`config.mk`:
```
export PLATFORM = sky130hd
export DESIGN_NAME = grr_seq
export DESIGN_NICKNAME = d
export VERILOG_FILES = /design/src/rtl/grr_pkg.sv /design/src/rtl/grr_seq.sv
export VERILOG_INCLUDE_DIRS = /design/src /design/src/rtl
export SDC_FILE = /design/constraint.sdc
export NUM_CORES = 1
export LEC_CHECK = 0
export ABC_AREA = 1
export BUFFER_PORTS_ARGS = -buffer_cell sky130_fd_sc_hd__buf_2
export CELL_PAD_IN_SITES_DETAIL_PLACEMENT = 1
export CELL_PAD_IN_SITES_GLOBAL_PLACEMENT = 2
export CORE_UTILIZATION = 32
export DETAILED_ROUTE_END_ITERATION = 8
export PLACE_DENSITY_LB_ADDON = 0.1
export SLEW_MARGIN = 20
export SYNTH_ARGS = -nofsm -noshare
export SYNTH_HDL_FRONTEND = slang
export SYNTH_SLANG_ARGS = --single-unit
```
`constraint.sdc`:
```
create_clock -name clk_i -period 5 [get_ports clk_i]
set_input_delay 0.25 -clock clk_i [delete_from_list [all_inputs] [get_ports clk_i]]
set_output_delay 0.25 -clock clk_i [all_outputs]
set_load 0.005 [all_outputs]
```
`src/rtl/assert_macros.svh`:
```
// ----------------------------------------------------------------------------
// Assertion macros
// Concurrent assertion wrappers, compiled out for synthesis.
// ----------------------------------------------------------------------------
`ifndef ASSERT_MACROS_SVH
`define ASSERT_MACROS_SVH

`ifndef SYNTHESIS
// property must hold at every clock edge outside reset
`define GRR_ASSERT(label, clk, rst_n, prop, msg) \
  label: assert property (@(posedge clk) disable iff (!rst_n) (prop)) else $error(msg);
// expression must never be true outside reset
`define GRR_ASSERT_NEVER(label, clk, rst_n, expr, msg) \
  label: assert property (@(posedge clk) disable iff (!rst_n) !(expr)) else $error(msg);
`else
`define GRR_ASSERT(label, clk, rst_n, prop, msg)
`define GRR_ASSERT_NEVER(label, clk, rst_n, expr, msg)
`endif

`endif

```
`src/rtl/grr_pkg.sv`:
```
// ----------------------------------------------------------------------------
// Glyph row rasterizer package
// Shared constants, register indexes and interface structs.
// ----------------------------------------------------------------------------
`default_nettype none

package grr_pkg;

  localparam int FONT_BYTES  = 16384;
  localparam int MAX_COLUMNS = 32;
  localparam int MAX_ROWS    = 32;

  localparam int ADDR_W  = $clog2(FONT_BYTES);
  localparam int CFG_W   = 6;                      // height / columns register width
  localparam int COLOR_W = 16;
  localparam int BYTE_W  = 8;
  localparam int CODE_W  = 8;
  localparam int ROW_W   = 5;
  localparam int COL_W   = 5;
  localparam int REG_IDX_W = 2;

  localparam logic [CODE_W-1:0] FIRST_CODE = CODE_W'(32);
  localparam logic [CODE_W-1:0] LAST_CODE  = CODE_W'(127);

  typedef enum logic [REG_IDX_W-1:0] {
    REG_GLYPH_HEIGHT  = 2'd0,
    REG_GLYPH_COLUMNS = 2'd1,
    REG_TEXT_COLOR    = 2'd2,
    REG_BACK_COLOR    = 2'd3
  } grr_reg_e;

  typedef enum logic {
    CMD_WRITE  = 1'b0,
    CMD_RENDER = 1'b1
  } grr_cmd_e;

  typedef struct packed {
    logic [CFG_W-1:0]   glyph_height;
    logic [CFG_W-1:0]   glyph_columns;
    logic [COLOR_W-1:0] text_color;
    logic [COLOR_W-1:0] back_color;
  } grr_cfg_t;

  typedef struct packed {
    logic              we;
    logic [ADDR_W-1:0] waddr;
    logic [BYTE_W-1:0] wdata;
    logic [ADDR_W-1:0] raddr;
  } grr_mem_req_t;

endpackage

`default_nettype wire

```
`src/rtl/grr_seq.sv`:
```
// ----------------------------------------------------------------------------
// Glyph row sequencer
// Decodes commands, forms record addresses and walks glyph columns with one
// shared address adder, one font byte and one pixel per cycle unless stalled.
// ----------------------------------------------------------------------------
`default_nettype none
`include "assert_macros.svh"

module grr_seq (
  input  wire logic                          clk_i,
  input  wire logic                          rst_ni,
  input  wire grr_pkg::grr_cfg_t             cfg_i,
  input  wire logic                          in_valid_i,
  output logic                               in_ready_o,
  input  wire logic                          command_i,
  input  wire logic [grr_pkg::ADDR_W-1:0]    font_address_i,
  input  wire logic [grr_pkg::BYTE_W-1:0]    font_byte_i,
  input  wire logic [grr_pkg::CODE_W-1:0]    char_code_i,
  input  wire logic [grr_pkg::ROW_W-1:0]     row_index_i,
  output grr_pkg::grr_mem_req_t              mem_req_o,
  input  wire logic [grr_pkg::BYTE_W-1:0]    mem_rdata_i,
  output logic                               out_valid_o,
  input  wire logic                          out_ready_i,
  output logic [grr_pkg::COLOR_W-1:0]        pixel_color_o,
  output logic [grr_pkg::COL_W-1:0]          column_index_o,
  output logic                               last_pixel_o
);
  import grr_pkg::*;

  localparam int BR_W   = 3;                 // bytes per column, 0..4
  localparam int REC_W  = CFG_W + BR_W;      // record size
  localparam int OFF_W  = 7;                 // code offset, 0..95
  localparam int PROD_W = OFF_W + REC_W;
  localparam int WID_W  = CFG_W;

  typedef enum logic [2:0] {
    S_IDLE,
    S_MUL_REC,
    S_MUL_BASE,
    S_WID_RD,
    S_WID_CHK,
    S_COLS
  } state_e;

  state_e             state_q, state_d;
  logic [OFF_W-1:0]   code_off_q, code_off_d;
  logic [ROW_W-1:0]   row_q, row_d;
  logic [REC_W-1:0]   record_q, record_d;
  logic [ADDR_W-1:0]  base_q, base_d;
  logic [ADDR_W-1:0]  ptr_q;
  logic [WID_W-1:0]   width_q, width_d;
  logic [COL_W-1:0]   col_q, col_d;
  logic               out_valid_q, out_valid_d;
  logic [COLOR_W-1:0] pixel_q, pixel_d;
  logic [COL_W-1:0]   out_col_q, out_col_d;
  logic               last_q, last_d;

  logic [CFG_W-1:0]   height;
  logic [CFG_W:0]     height_rnd;
  logic [BR_W-1:0]    byte_rows;
  logic [CFG_W-1:0]   col_limit;
  logic [CODE_W-1:0]  code_diff;
  logic [PROD_W-1:0]  base_prod;
  logic [ADDR_W-1:0]  add_a, add_b, rd_addr;
  logic               accept, render_ok, fire, is_last;

  assign in_ready_o = (state_q == S_IDLE);
  assign accept     = in_valid_i && in_ready_o;
  assign fire       = (state_q == S_COLS) && (!out_valid_q || out_ready_i);
  assign is_last    = ({1'b0, col_q} == (width_q - WID_W'(1)));

  always_comb begin
    height     = (cfg_i.glyph_height > CFG_W'(MAX_ROWS)) ? CFG_W'(MAX_ROWS)
                                                          : cfg_i.glyph_height;
    height_rnd = {1'b0, height} + (CFG_W + 1)'(7);
    byte_rows  = height_rnd[BR_W+2:3];
    col_limit  = (cfg_i.glyph_columns > CFG_W'(MAX_COLUMNS)) ? CFG_W'(MAX_COLUMNS)
                                                              : cfg_i.glyph_columns;
    code_diff  = char_code_i - FIRST_CODE;
    render_ok  = (char_code_i >= FIRST_CODE) && (char_code_i <= LAST_CODE) &&
                 ({1'b0, row_index_i} < height);
    base_prod  = {{REC_W{1'b0}}, code_off_q} * {{OFF_W{1'b0}}, record_q};
  end

  // shared address adder: record base, first column byte, column stride
  always_comb begin
    add_a = ptr_q;
    add_b = '0;
    case (state_q)
      S_WID_RD: begin
        add_a = base_q;
      end
      S_WID_CHK: begin
        add_a = base_q;
        add_b = ADDR_W'(1) + ADDR_W'(row_q[ROW_W-1:3]);
      end
      S_COLS: begin
        add_b = fire ? ADDR_W'(byte_rows) : '0;
      end
      default: begin
        add_a = ptr_q;
      end
    endcase
    rd_addr = add_a + add_b;
  end

  always_comb begin
    mem_req_o.we    = accept && (command_i == CMD_WRITE);
    mem_req_o.waddr = font_address_i;
    mem_req_o.wdata = font_byte_i;
    mem_req_o.raddr = rd_addr;
  end

  always_comb begin
    state_d     = state_q;
    code_off_d  = code_off_q;
    row_d       = row_q;
    record_d    = record_q;
    base_d      = base_q;
    width_d     = width_q;
    col_d       = col_q;
    out_valid_d = out_valid_q && !out_ready_i;
    pixel_d     = pixel_q;
    out_col_d   = out_col_q;
    last_d      = last_q;
    case (state_q)
      S_IDLE: begin
        if (accept && (command_i == CMD_RENDER) && render_ok) begin
          code_off_d = code_diff[OFF_W-1:0];
          row_d      = row_index_i;
          state_d    = S_MUL_REC;
        end
      end
      S_MUL_REC: begin
        record_d = REC_W'(cfg_i.glyph_columns) * REC_W'(byte_rows) + REC_W'(1);
        state_d  = S_MUL_BASE;
      end
      S_MUL_BASE: begin
        base_d  = base_prod[ADDR_W-1:0];   // wraps modulo memory size
        state_d = S_WID_RD;
      end
      S_WID_RD: begin
        state_d = S_WID_CHK;
      end
      S_WID_CHK: begin
        width_d = (mem_rdata_i > {2'b00, col_limit}) ? col_limit : mem_rdata_i[WID_W-1:0];
        col_d   = '0;
        state_d = (width_d == '0) ? S_IDLE : S_COLS;
      end
      S_COLS: begin
        if (fire) begin
          out_valid_d = 1'b1;
          pixel_d     = mem_rdata_i[row_q[2:0]] ? cfg_i.text_color : cfg_i.back_color;
          out_col_d   = col_q;
          last_d      = is_last;
          col_d       = col_q + COL_W'(1);
          if (is_last) begin
            state_d = S_IDLE;
          end
        end
      end
      default: begin
        state_d = S_IDLE;
      end
    endcase
  end

  always_ff @(posedge clk_i or negedge rst_ni) begin
    if (!rst_ni) begin
      state_q     <= S_IDLE;
      out_valid_q <= 1'b0;
      code_off_q  <= '0;
      row_q       <= '0;
      record_q    <= '0;
      base_q      <= '0;
      ptr_q       <= '0;
      width_q     <= '0;
      col_q       <= '0;
      pixel_q     <= '0;
      out_col_q   <= '0;
      last_q      <= 1'b0;
    end else begin
      state_q     <= state_d;
      out_valid_q <= out_valid_d;
      code_off_q  <= code_off_d;
      row_q       <= row_d;
      record_q    <= record_d;
      base_q      <= base_d;
      ptr_q       <= rd_addr;     // read data always belongs to ptr_q
      width_q     <= width_d;
      col_q       <= col_d;
      pixel_q     <= pixel_d;
      out_col_q   <= out_col_d;
      last_q      <= last_d;
    end
  end

  assign out_valid_o    = out_valid_q;
  assign pixel_color_o  = pixel_q;
  assign column_index_o = out_col_q;
  assign last_pixel_o   = last_q;

  `GRR_ASSERT(a_last_ends_row, clk_i, rst_ni, (fire && is_last) |=> in_ready_o, "last pixel did not end row")
  `GRR_ASSERT(a_col_in_width, clk_i, rst_ni, fire |-> ({1'b0, col_q} < width_q), "column beyond width")
  `GRR_ASSERT(a_render_busy, clk_i, rst_ni, (accept && command_i == CMD_RENDER && render_ok) |=> !in_ready_o, "render did not start")
  `GRR_ASSERT_NEVER(a_no_write_busy, clk_i, rst_ni, mem_req_o.we && (state_q != S_IDLE), "font write while busy")

endmodule

`default_nettype wire

```
# Word-level counts from Yosys, hierarchy flattened
# Index checks and enable logic that the tools add are counted.
[word_totals] mem_bits_ro=0 input_bits=92 mem_bits_rw=0 out_inout_bits=61 n_memories=0 latchBits=0 wordCells=75 register_bits=86
[classes] n_reduce_logical=19 shift=0 n_bitwise=1 add_sub_neg=7 n_mul=2 eq_ne=9 magnitude_cmp=7 n_mux=18 div=0
[ops] op="$mux W6" count=3
[ops] op="$pmux W3 S6" count=1
[ops] op="$mux W16" count=1
[ops] op="$mux W3" count=5
[ops] op="$add A14 B14 Y14" count=1
[ops] op="$mul A7 B9 Y14" count=1
[ops] op="$mux W14" count=1
[ops] op="$gt A6 B6 Y1 const B" count=2
[ops] op="$pmux W5 S2" count=1
[ops] op="$add A9 B1 Y9 const B" count=1
[ops] op="$mul A6 B3 Y9" count=1
[ops] op="$ge A8 B6 Y1 const B" count=1
[ops] op="$gt A8 B6 Y1" count=1
[ops] op="$le A8 B7 Y1 const B" count=1
[ops] op="$logic_and A1 B1 Y1" count=8
[ops] op="$sub A7 B6 Y7 const B" count=1
[ops] op="$add A6 B3 Y6 const B" count=1
[ops] op="$eq A3 B2 Y1 const B" count=2
[ops] op="$eq A3 B3 Y1 const B" count=2
[ops] op="$eq A5 B6 Y1" count=1
[ops] op="$logic_not A6 Y1" count=1
[ops] op="$lt A5 B6 Y1" count=1
[ops] op="$pmux W3 S2" count=1
[ops] op="$reduce_and A2 Y1" count=3
[ops] op="17 further kinds" count=21

# Longest topological paths before layout
# Gate-level depths: netlist (run 1).
[depth] depth_word=7 mapped_depth=21 depth_no_buf=21

# Worst setup path before layout (run 1)
# OpenSTA, ideal clock, no wires.
[synth_path] kind="reg2reg" from="reg code_off_q[6]" to="reg base_q[10]" required_time_ps=4869 n_path_buf=1 path_stages_with_launch=16 synth_period_minus_slack_ps=4015 arrival_time_ps=3884 setup_time_ps=131 slack_ps=985 path_cell_list="dfrtp_1 -> clkbuf_1 -> nand2_1 -> fa_1 -> fa_1 -> fa_1 -> inv_1 -> fa_1 -> ha_1 -> nand2_1 -> nor2_1 -> a211oi_1 -> nor2_1 -> nor2_1 -> xor2_1 -> o21ai_0"
[synth_via] elab_chain_cells=1
[synth_rtl] element="start: declaration" line_no="grr_seq.sv:46" rtl="logic [OFF_W-1:0] code_off_q, code_off_d;"
[synth_rtl] element="start signal: assignment" line_no="grr_seq.sv:185" rtl="code_off_q <= code_off_d;"
[synth_rtl] element="$mul A7 B9 Y14" line_no="grr_seq.sv:82" rtl="base_prod = {{REC_W{1'b0}}, code_off_q} * {{OFF_W{1'b0}}, record_q};"
[synth_rtl] element="end signal: assignment" line_no="grr_seq.sv:188" rtl="base_q <= base_d;"
[synth_rtl] element="end: declaration" line_no="grr_seq.sv:49" rtl="logic [ADDR_W-1:0] base_q, base_d;"
# No other way between the ends.
# A chain may end at the register's enable or synchronous reset.

# Worst setup path after layout (run 1)
# Ends and elaborated chain as after synthesis.

==> results of run 1 <==
## layout by cell type, fill, tap and decap left out, types with 3 or more instances in the layout
| cell type | count |
|---|---|
| nand2_1 | 223 |
| inv_1 | 167 |
| buf_2 | 107 |
| dfrtp_1 | 86 |
| nor2_1 | 72 |
| o21ai_0 | 56 |
| ha_1 | 52 |
| a21oi_1 | 49 |
| fa_1 | 39 |
| nand3_1 | 25 |
| xor2_1 | 23 |
| xnor2_1 | 13 |
| clkbuf_16 | 9 |
| nand4_1 | 8 |
| nor3_1 | 6 |
| o22ai_1 | 5 |
| nand2_2 | 4 |
| o21bai_1 | 4 |
| a31oi_1 | 4 |
| buf_4 | 4 |
| nand3_2 | 3 |
| nand2_4 | 3 |
| a211oi_1 | 3 |
## power groups by stage
stage | Clock, mW | Sequential [mW] | Combinational, mW
after global routing | 0.722 | 0.842 | 0.654
final | 0.669 | 0.829 | 0.564
after floorplan | 0 | 0.831 | 0.372
after global placement | 0 | 0.843 | 0.567
after detailed placement | 0 | 0.841 | 0.580
after CTS | 0.700 | 0.831 | 0.583
## sequential cells by signal (all words and copies together), names as in the netlist, 5 cells and up
name,flops
ptr_q,14
pixel_color_o,16
record_q,9
code_off_q,7
column_index_o,5
row_q,5
width_q,6
col_q,5
base_q,14
## cells by family (layout without fill, tap and decap cells)
family	count (synthesis)	in the layout	synth area share, %
xor gates and xnor gates	36	36	4.45
DFF	86	86	30.4
and+or+nand+nor	353	353	20.9
buffers and inverters	222	298	13.2
adders and majority gates	91	91	20.2
AOI/OAI and AO/OA	128	128	9.97
muxes	5	5	0.813
## layout make-up
class,count,area (µm²)
clock buffer,11,253
clock inverter,5,41.3
fill,2727,13700
inverter,169,634
multi-input combinational,613,3990
sequential,86,2150
tap,280,350
timing repair buffer,113,587
## layer usage
layer / vias up / routed length (µm)
li1: 2961 / -
met1: 2763 / 9020
met2: 92 / 8260
met3: 7 / 703
met4: 0 / 119
met5: - / 0
## worst register-to-register path: stages (launching register included)
cell      delay (ns)
dfrtp_1         0.55
nand2_1         0.14
fa_1            0.53
fa_1            0.53
fa_1            0.55
inv_1           0.06
fa_1            0.47
ha_1            0.34
inv_1           0.10
o21bai_1        0.08
a211oi_1        0.33
nor2_1          0.07
nor2_1          0.12
xor2_1          0.16
o21ai_0         0.09
## what timing repair did
item	in CTS	in global routing
endpoints found under the hold margin	37	0
setup buffers	0	0
hold buffers	1	0
## worst paths after layout
check	startpoint	depth (start not counted)	to	slack, ns
setup / recovery	code_off_q[6]	14	base_q[10]	0.74
hold / removal	out_ready_i	2	out_valid_o	0.1
setup reg to reg	code_off_q[6]	14	base_q[10]	0.74
hold reg to reg	column_index_o[2]	2	column_index_o[2]	0.49
max in group asynchronous	rst_ni	3	code_off_q[0]	3.53
min in group asynchronous	rst_ni	2	ptr_q[10]	0.41
==> results.tsv, run 1 <==
metric	value	unit
status	completed	
CP max stage cell	dfrtp_1	
Synth async-reset ratio	100	%
Ports	153	
Area after DPL	7690	µm²
commonest cells in the netlist	nand2_1 (223), inv_1 (167), dfrtp_1 (86), nor2_1 (72), o21ai_0 (56)	
total die area	22700	µm²
met2 Use GR	27.3	%
Clock Path Buffers	2	
Root Driver	clkbuf_16	
TritonCTS buffer count	9	
Max Transition Viols Final	0	
most frequent cell after synthesis	nand2_1	
Vias	5823	
synth top area cells	dfrtp_1 (30%), nand2_1 (12%), fa_1 (11%), ha_1 (9.2%), inv_1 (8.9%)	
register area share after synthesis	30.4	%
Std-Cell Rows	54	
CTS tree	done	
CP Data Required Time	5.20	ns
dpl ws	0.713	ns
PD cells	258	nW/µm²
dpl cells	1259	
most common flop cell mapped by yosys	dfrtp_1	
Final Cell Area	8010	µm²
post-layout util	36.8	%
Die Ht	151	µm
ANT nets after route	0	
EDFF count, synth	0	
first-pass GRT wire length	30000	µm
CP top delay family	adder cells	
grt ovf	0	
wire per inst	14.2	µm
YS warnings	0	
Core Area	21800	µm²
largest net degree at the start of global routing	50	
CP dominant cell by count	fa_1	
Area growth syn-to-layout	13.1	%
CP arrival	4.46	ns
GR Layer Usage met1	23.4	%
starting density of the core	32.5	%
setup violators final	0	
f_max	235	MHz
Total Neg Setup Slack	0	ns
CP startpoint kind	flop	
cells after synthesis	921	
clock sinks	86	
Post-Syn Area	7080	µm²
synthesized flop and latch total	86	
net count of the mapped netlist	1104	
Pint	1.39	mW
final hold slack	0.0959	ns
antenna violations before repair	0	
# DRC	0	
crit end category	flop	
Gate power share	27.4	%
drt pass-1 iters	6	
final HPWL from detailed placement	14700	µm
Fin Clk Skew	0.00763	ns
Syn Area/Cell	7.69	µm²
Routability Congestion	0.755	
P_leak	4.38	nW
crit-path cells	nand2_1 > fa_1 > fa_1 > fa_1 > inv_1 > fa_1 > ha_1 > inv_1 > o21bai_1 > a211oi_1 > nor2_1 > nor2_1 > xor2_1 > o21ai_0	
sw frac	32.7	%
crit path time final	4.26	ns
busiest grt layer	met2	
cell taking the most area after synthesis	dfrtp_1	
share of post-route cells with drive strength above 1	15.4	%
Power Total	2.06	mW
PnR worst setup slack	0.741	ns
area fraction of the dominant cell type after synthesis	30.4	%
Net Sw Power	0.674	mW
CP Max Fanout	9	
IO Port Bufs	108	
Max Cap Viol	0	
post_cts resized	0	
RSZ-0062 raised after global routing	false	
final std cells w/o fill	1277	
fin crit share	85.2	%
M3 GR Usage	3.27	%
Iteration-0 DRC Markers	212	
nets@finish	1175	
Worst-Margin Slew	0.708	ns
Netlist cell types	40	
clock share of power	32.4	%
slowest cell delay on critical path	0.55	ns
worst hold path class	in2reg	
vias in the first global route	5960	
Total GRT Usage	16.9	%
Rel. slew slack	52.7	%
sequential power share	40.2	%
WS Path Type	reg2reg	
Chip Width	151	µm
wirelength, routed	18100	µm
antenna cell count	0	
Final Hold Viols	0	
WP buf/inv	2	
Clock transition at path regs	0.06	ns
number of vias per cell	4.56	
Worst IR Drop VDD	153	µV
Clock Latency Late Sink	0.35	ns
H-tree depth	3	
Power figures use the tool's default switching activity.
==> inputs of run 2 (changes only) <==
ABC_AREA = 0   (was 1)
CORE_UTILIZATION = 34   (was 32)
==> run 2 against run 1 <==
- clock power decreased by 1%
- critical path type unchanged
- sequential cell count unchanged
- final cell count decreased by 14%
- non-clock buffer count increased by 1
- critical path depth unchanged
- die area decreased by 7.5%
- maximum frequency decreased by 0.54%
- largest cell class unchanged
- area after synthesis decreased by 1.8%
==> results.tsv, run 2 <==
metric	value	unit
status	completed	
Hold Startpoint	char_code_i[2]	
vias in the first global route	5794	
R2R cell count	14	
worst setup path end	base_q[12]	
RSZ-0062 raised after global routing	false	
WP buf/inv	2	
H-tree depth	3	
post_cts resized	0	
Fin Clk Skew	0.00770	ns
PD cells	250	nW/µm²
synthesized flop and latch total	86	
f_max	233	MHz
CP startpoint kind	flop	
Root Driver	clkbuf_16	
busiest grt layer	met2	
Worst path depth	14	
most common flop cell mapped by yosys	dfrtp_1	
most frequent cell after synthesis	nand2_1	
IO Port Bufs	108	
CP Data Required Time	5.25	ns
final HPWL from detailed placement	14800	µm
area fraction of the dominant cell type after synthesis	31.0	%
setup violators final	0	
Syn Area/Cell	9.25	µm²
post-layout util	40.0	%
Die Ht	145	µm
Iteration-0 DRC Markers	138	
fin crit share	85.7	%
CP arrival	4.53	ns
Total GRT Usage	18.0	%
EDFF count, synth	0	
Clock Path Buffers	2	
grt ovf	0	
Synth async-reset ratio	100	%
YS warnings	0	
CP startpoint	code_off_q[3]	
register area share after synthesis	31.0	%
P_leak	3.93	nW
hold depth	2	
clock sinks	86	
GR Layer Usage met1	22.7	%
most frequent cells in the layout	nand2_1 (134), buf_2 (107), dfrtp_1 (86)	
Clock Latency Late Sink	0.35	ns
Total Neg Setup Slack	0	ns
CTS tree	done	
CP Max Fanout	10	
Routability Congestion	0.824	
Std-Cell Rows	51	
CP max stage cell	fa_1	
net count of the mapped netlist	934	
wire per inst	16.5	µm
Clock transition at path regs	0.07	ns
number of flip-flops in the largest register	16	
Area growth syn-to-layout	13.6	%
TritonCTS buffer count	9	
cell taking the most area after synthesis	dfrtp_1	
Max Transition Viols Final	0	
commonest non-fill, non-tap cell in the layout	nand2_1	
drt pass-1 iters	4	
number of vias per cell	4.90	
CP dominant cell by count	fa_1	
cells after synthesis	751	
Max Cap Viol	0	
Netlist cell types	59	
Chip Width	145	µm
FF-to-FF Start	code_off_q[3]	
antenna violations before repair	0	
crit-path cells	and2_1 > fa_1 > inv_1 > fa_1 > fa_1 > inv_1 > fa_1 > ha_1 > o21a_1 > o21a_1 > o21ai_0 > a21oi_1 > o21a_1 > o31ai_1	
antenna cell count	0	
largest net degree at the start of global routing	76	
Worst-Margin Slew	0.855	ns
slowest cell delay on critical path	0.54	ns
synth top area cells	dfrtp_1 (31%), fa_1 (11%), ha_1 (9.4%), nand2_1 (7.2%), and2_1 (4.3%)	
commonest cells in the netlist	nand2_1 (134), dfrtp_1 (86), inv_1 (59), ha_1 (52), and2_1 (48)	
CP top delay family	adder cells	
post-CTS setup buffers	0	
worst hold path class	in2reg	
M3 GR Usage	2.92	%
Worst IR Drop VDD	129	µV
Vias	5388	
starting density of the core	35.2	%
Filler cells	2315	
Worst R2R End	base_q[12]	
Core Area	19700	µm²
first-pass GRT wire length	30000	µm
met2 Use GR	31.3	%
total die area	21000	µm²
# DRC	0	
WS Path Type	reg2reg	
ANT nets after route	0	
nets@finish	1012	
Post-Syn Area	6950	µm²
wirelength, routed	18100	µm
r2r setup slk	0.72	ns
share of post-route cells with drive strength above 1	18.7	%
Ports	153	
Final Hold Viols	0	
crit path time final	4.28	ns
Rel. slew slack	41.8	%
crit end category	flop	
run 2: cell types whose count changed after synthesis, moves of 10 or more:
cell,previous run,this run
inv_1,167,59
nand2_1,223,134
and2_1,0,48
clkbuf_1,28,18
mux2i_1,2,24
a21oi_1,49,13
mux2_2,2,13
nand2b_1,0,10
nor2_1,72,19
xnor2_1,13,23
run 2: per-stage QoR:
step / cells / power, mW / area (µm²) / hold slack [ns] / worst slack, ns
floorplan: 751 / 1.13 / 6950 / -0.0456 / 0.919
global placement: 1081 / 1.31 / 7560 / 0.102 / 0.790
detailed placement: 1081 / 1.34 / 7560 / 0.108 / 0.705
CTS: 1098 / 2.02 / 7860 / 0.113 / 0.666
global route: 1099 / 2.11 / 7890 / 0.113 / 0.478
finish: 1099 / 1.98 / 7890 / 0.126 / 0.717
run 2: logic make-up (layout without fill, tap and decap cells):
| group | count (synthesis) | in the layout | synth area share, % |
|---|---|---|---|
| xor gates and xnor gates | 41 | 41 | 5.17 |
| DFF | 86 | 86 | 31.0 |
| muxes | 41 | 41 | 6.75 |
| AOI/OAI and AO/OA | 116 | 116 | 10.3 |
| and+or+nand+nor | 270 | 270 | 18.8 |
| buffers and inverters | 106 | 189 | 7.35 |
| adders and majority gates | 91 | 91 | 20.6 |
run 2: layout make-up:
cell class / instances / area [µm²] / share of cell area [%]
multi-input combinational: 559 / 4290 / 54.3
sequential: 86 / 2150 / 27.3
timing repair buffer: 114 / 611 / 7.74
tap: 265 / 332 / 4.20
clock buffer: 10 / 239 / 3.03
inverter: 59 / 221 / 2.81
clock inverter: 6 / 51.3 / 0.650
run 2: worst min-delay path by stage:
stage                     slack (ns)            end
after global placement          0.10      base_q[5]
final                           0.13  code_off_q[2]
after global routing            0.11  code_off_q[2]
after floorplan                -0.05      base_q[0]
after detailed placement        0.11      base_q[5]
after CTS                       0.11  code_off_q[2]
run 2: what timing repair did:
| action | CTS | global route |
|---|---|---|
| hold endpoints to repair | 11 | 0 |
| hold buffers | 1 | 0 |
| setup endpoints to repair | 0 | 0 |
run 2: worst register-to-register path, delay by kind of cell (launching register included):
kind            cells  cell delay [ns]
fa+ha+maj           5             2.36
compound gates      6             1.04
flops               1             0.48
simple gates        1             0.20
buf+inv             2             0.11
run 2: routing by layer:
layer	up-vias	part of all wire [%]
li1	2641	-
met1	2617	46
met2	100	50
met3	30	3.0
met4	0	1.6
met5	-	0
run 2: report_power, final:
group | switching (mW) | total, mW | internal (mW)
Combinational | 0.256 | 0.466 | 0.210
Clock | 0.301 | 0.659 | 0.357
Sequential | 0.0719 | 0.851 | 0.779
==> inputs of run 3 (changes only) <==
CORE_ASPECT_RATIO = 1.25   (was not set)
==> run 3 against run 2 <==
- wire length barely moved
- die area barely moved
- clock skew rose by 0.0011 ns
- register-to-register slack got worse by 0.05 ns
- critical path type unchanged
- clock power rose by 2%
- non-clock buffer count fell by 1
- sequential power barely moved
- sequential cell count did not move
==> results.tsv, run 3 (synthesized netlist as in run 2, its figures left out) <==
metric	value	unit
wire per inst	16.5	µm
wirelength, routed	18100	µm
antenna violations before repair	0	
Total GRT Usage	18.4	%
Fin Clk Skew	0.00881	ns
Chip Width	130	µm
Hold Startpoint	char_code_i[0]	
number of flip-flops in the largest register	16	
f_max	231	MHz
number of vias per cell	4.89	
TritonCTS buffer count	9	
CP startpoint kind	flop	
Clock Latency Late Sink	0.35	ns
# DRC	0	
fin crit share	86.6	%
CP arrival	4.58	ns
Ports	153	
Max Cap Viol	0	
PnR worst setup slack	0.669	ns
CTS Hold Bufs	1	
P_leak	3.92	nW
largest net degree at the start of global routing	65	
CP Data Required Time	5.25	ns
CP startpoint	code_off_q[3]	
Total Neg Setup Slack	0	ns
crit end category	flop	
antenna cell count	0	
Vias	5399	
Worst-Margin Slew	0.966	ns
final HPWL from detailed placement	14700	µm
IO Port Bufs	108	
H-tree depth	3	
Clock Path Buffers	2	
starting density of the core	34.6	%
M3 GR Usage	3.33	%
post-CTS setup buffers	0	
Clock transition at path regs	0.07	ns
worst hold path class	in2reg	
FF-to-FF Start	code_off_q[3]	
share of post-route cells with drive strength above 1	18.6	%
r2r setup slk	0.67	ns
clock sinks	86	
WS Path Type	reg2reg	
Die Ht	162	µm
worst setup path end	base_q[12]	
Worst IR Drop VDD	158	µV
busiest grt layer	met2	
nets@finish	1011	
CP Max Fanout	10	
Max Transition Viols Final	0	
first-pass GRT wire length	30100	µm
Worst R2R End	base_q[12]	
Core Area	20100	µm²
drt pass-1 iters	4	
post_cts resized	0	
RSZ-0062 raised after global routing	false	
Area growth syn-to-layout	13.3	%
setup violators final	0	
total die area	21000	µm²
Rel. slew slack	35.1	%
Iteration-0 DRC Markers	148	
Filler cells	2417	
R2R cell count	14	
Routability Congestion	0.824	
PD cells	252	nW/µm²
GR Layer Usage met1	22.1	%
crit path time final	4.33	ns
Final Hold Viols	0	
CTS tree	done	
ANT nets after route	0	
Root Driver	clkbuf_16	
commonest non-fill, non-tap cell in the layout	nand2_1	
vias in the first global route	5905	
status	completed	
met2 Use GR	33.1	%
dpl ws	0.686	ns
grt ovf	0	
most frequent cells in the layout	nand2_1 (134), buf_2 (107), dfrtp_1 (86)	
Std-Cell Rows	58	
==> run 3: per-stage QoR <==
stage	std cells	hold slack (ns)	utilization, %	power (mW)	instance area [µm²]
after floorplan	751	-0.0456	-	1.13	6950
after global placement	1086	0.163	37.7	1.31	7570
after detailed placement	1086	0.166	37.7	1.34	7570
after CTS	1103	0.112	39.2	2.03	7870
after global routing	1103	0.118	39.2	2.13	7870
final	1103	0.125	39.2	1.98	7870
==> run 3: worst min path at each step <==
stage | endpoint | depth (start not counted)
after global routing | code_off_q[0] | 2
final | code_off_q[0] | 2
after CTS | code_off_q[0] | 2
after global placement | pixel_color_o[15] | 1
after detailed placement | pixel_color_o[2] | 1
after floorplan | base_q[0] | 0
==> run 3: cell type report <==
type,instances,area [µm²],share of cell area [%]
sequential,86,2150,27.3
tap,270,338,4.29
inverter,59,221,2.81
timing repair buffer,113,583,7.41
clock inverter,6,52.6,0.668
clock buffer,10,239,3.04
multi-input combinational,559,4290,54.4
==> run 3: critical path: stages, from the launching register on <==
cell     delay, ns
dfrtp_1       0.49
and2_1        0.21
fa_1          0.53
inv_1         0.05
fa_1          0.47
fa_1          0.55
inv_1         0.06
fa_1          0.48
ha_1          0.36
o21a_1        0.22
o21a_1        0.18
o21ai_0       0.10
a21oi_1       0.13
o21a_1        0.18
o31ai_1       0.21
==> run 3: routing by layer <==
metal | vias up | part of all wire, %
met2 | 101 | 51
met1 | 2636 | 43
met5 | - | 0
li1 | 2644 | -
met3 | 18 | 4.0
met4 | 0 | 1.3
==> run 3: where the power goes <==
group | internal, mW | switching, mW | total, mW
clock | 0.359 | 0.313 | 0.672
combinational | 0.207 | 0.256 | 0.464
sequential | 0.778 | 0.0706 | 0.849
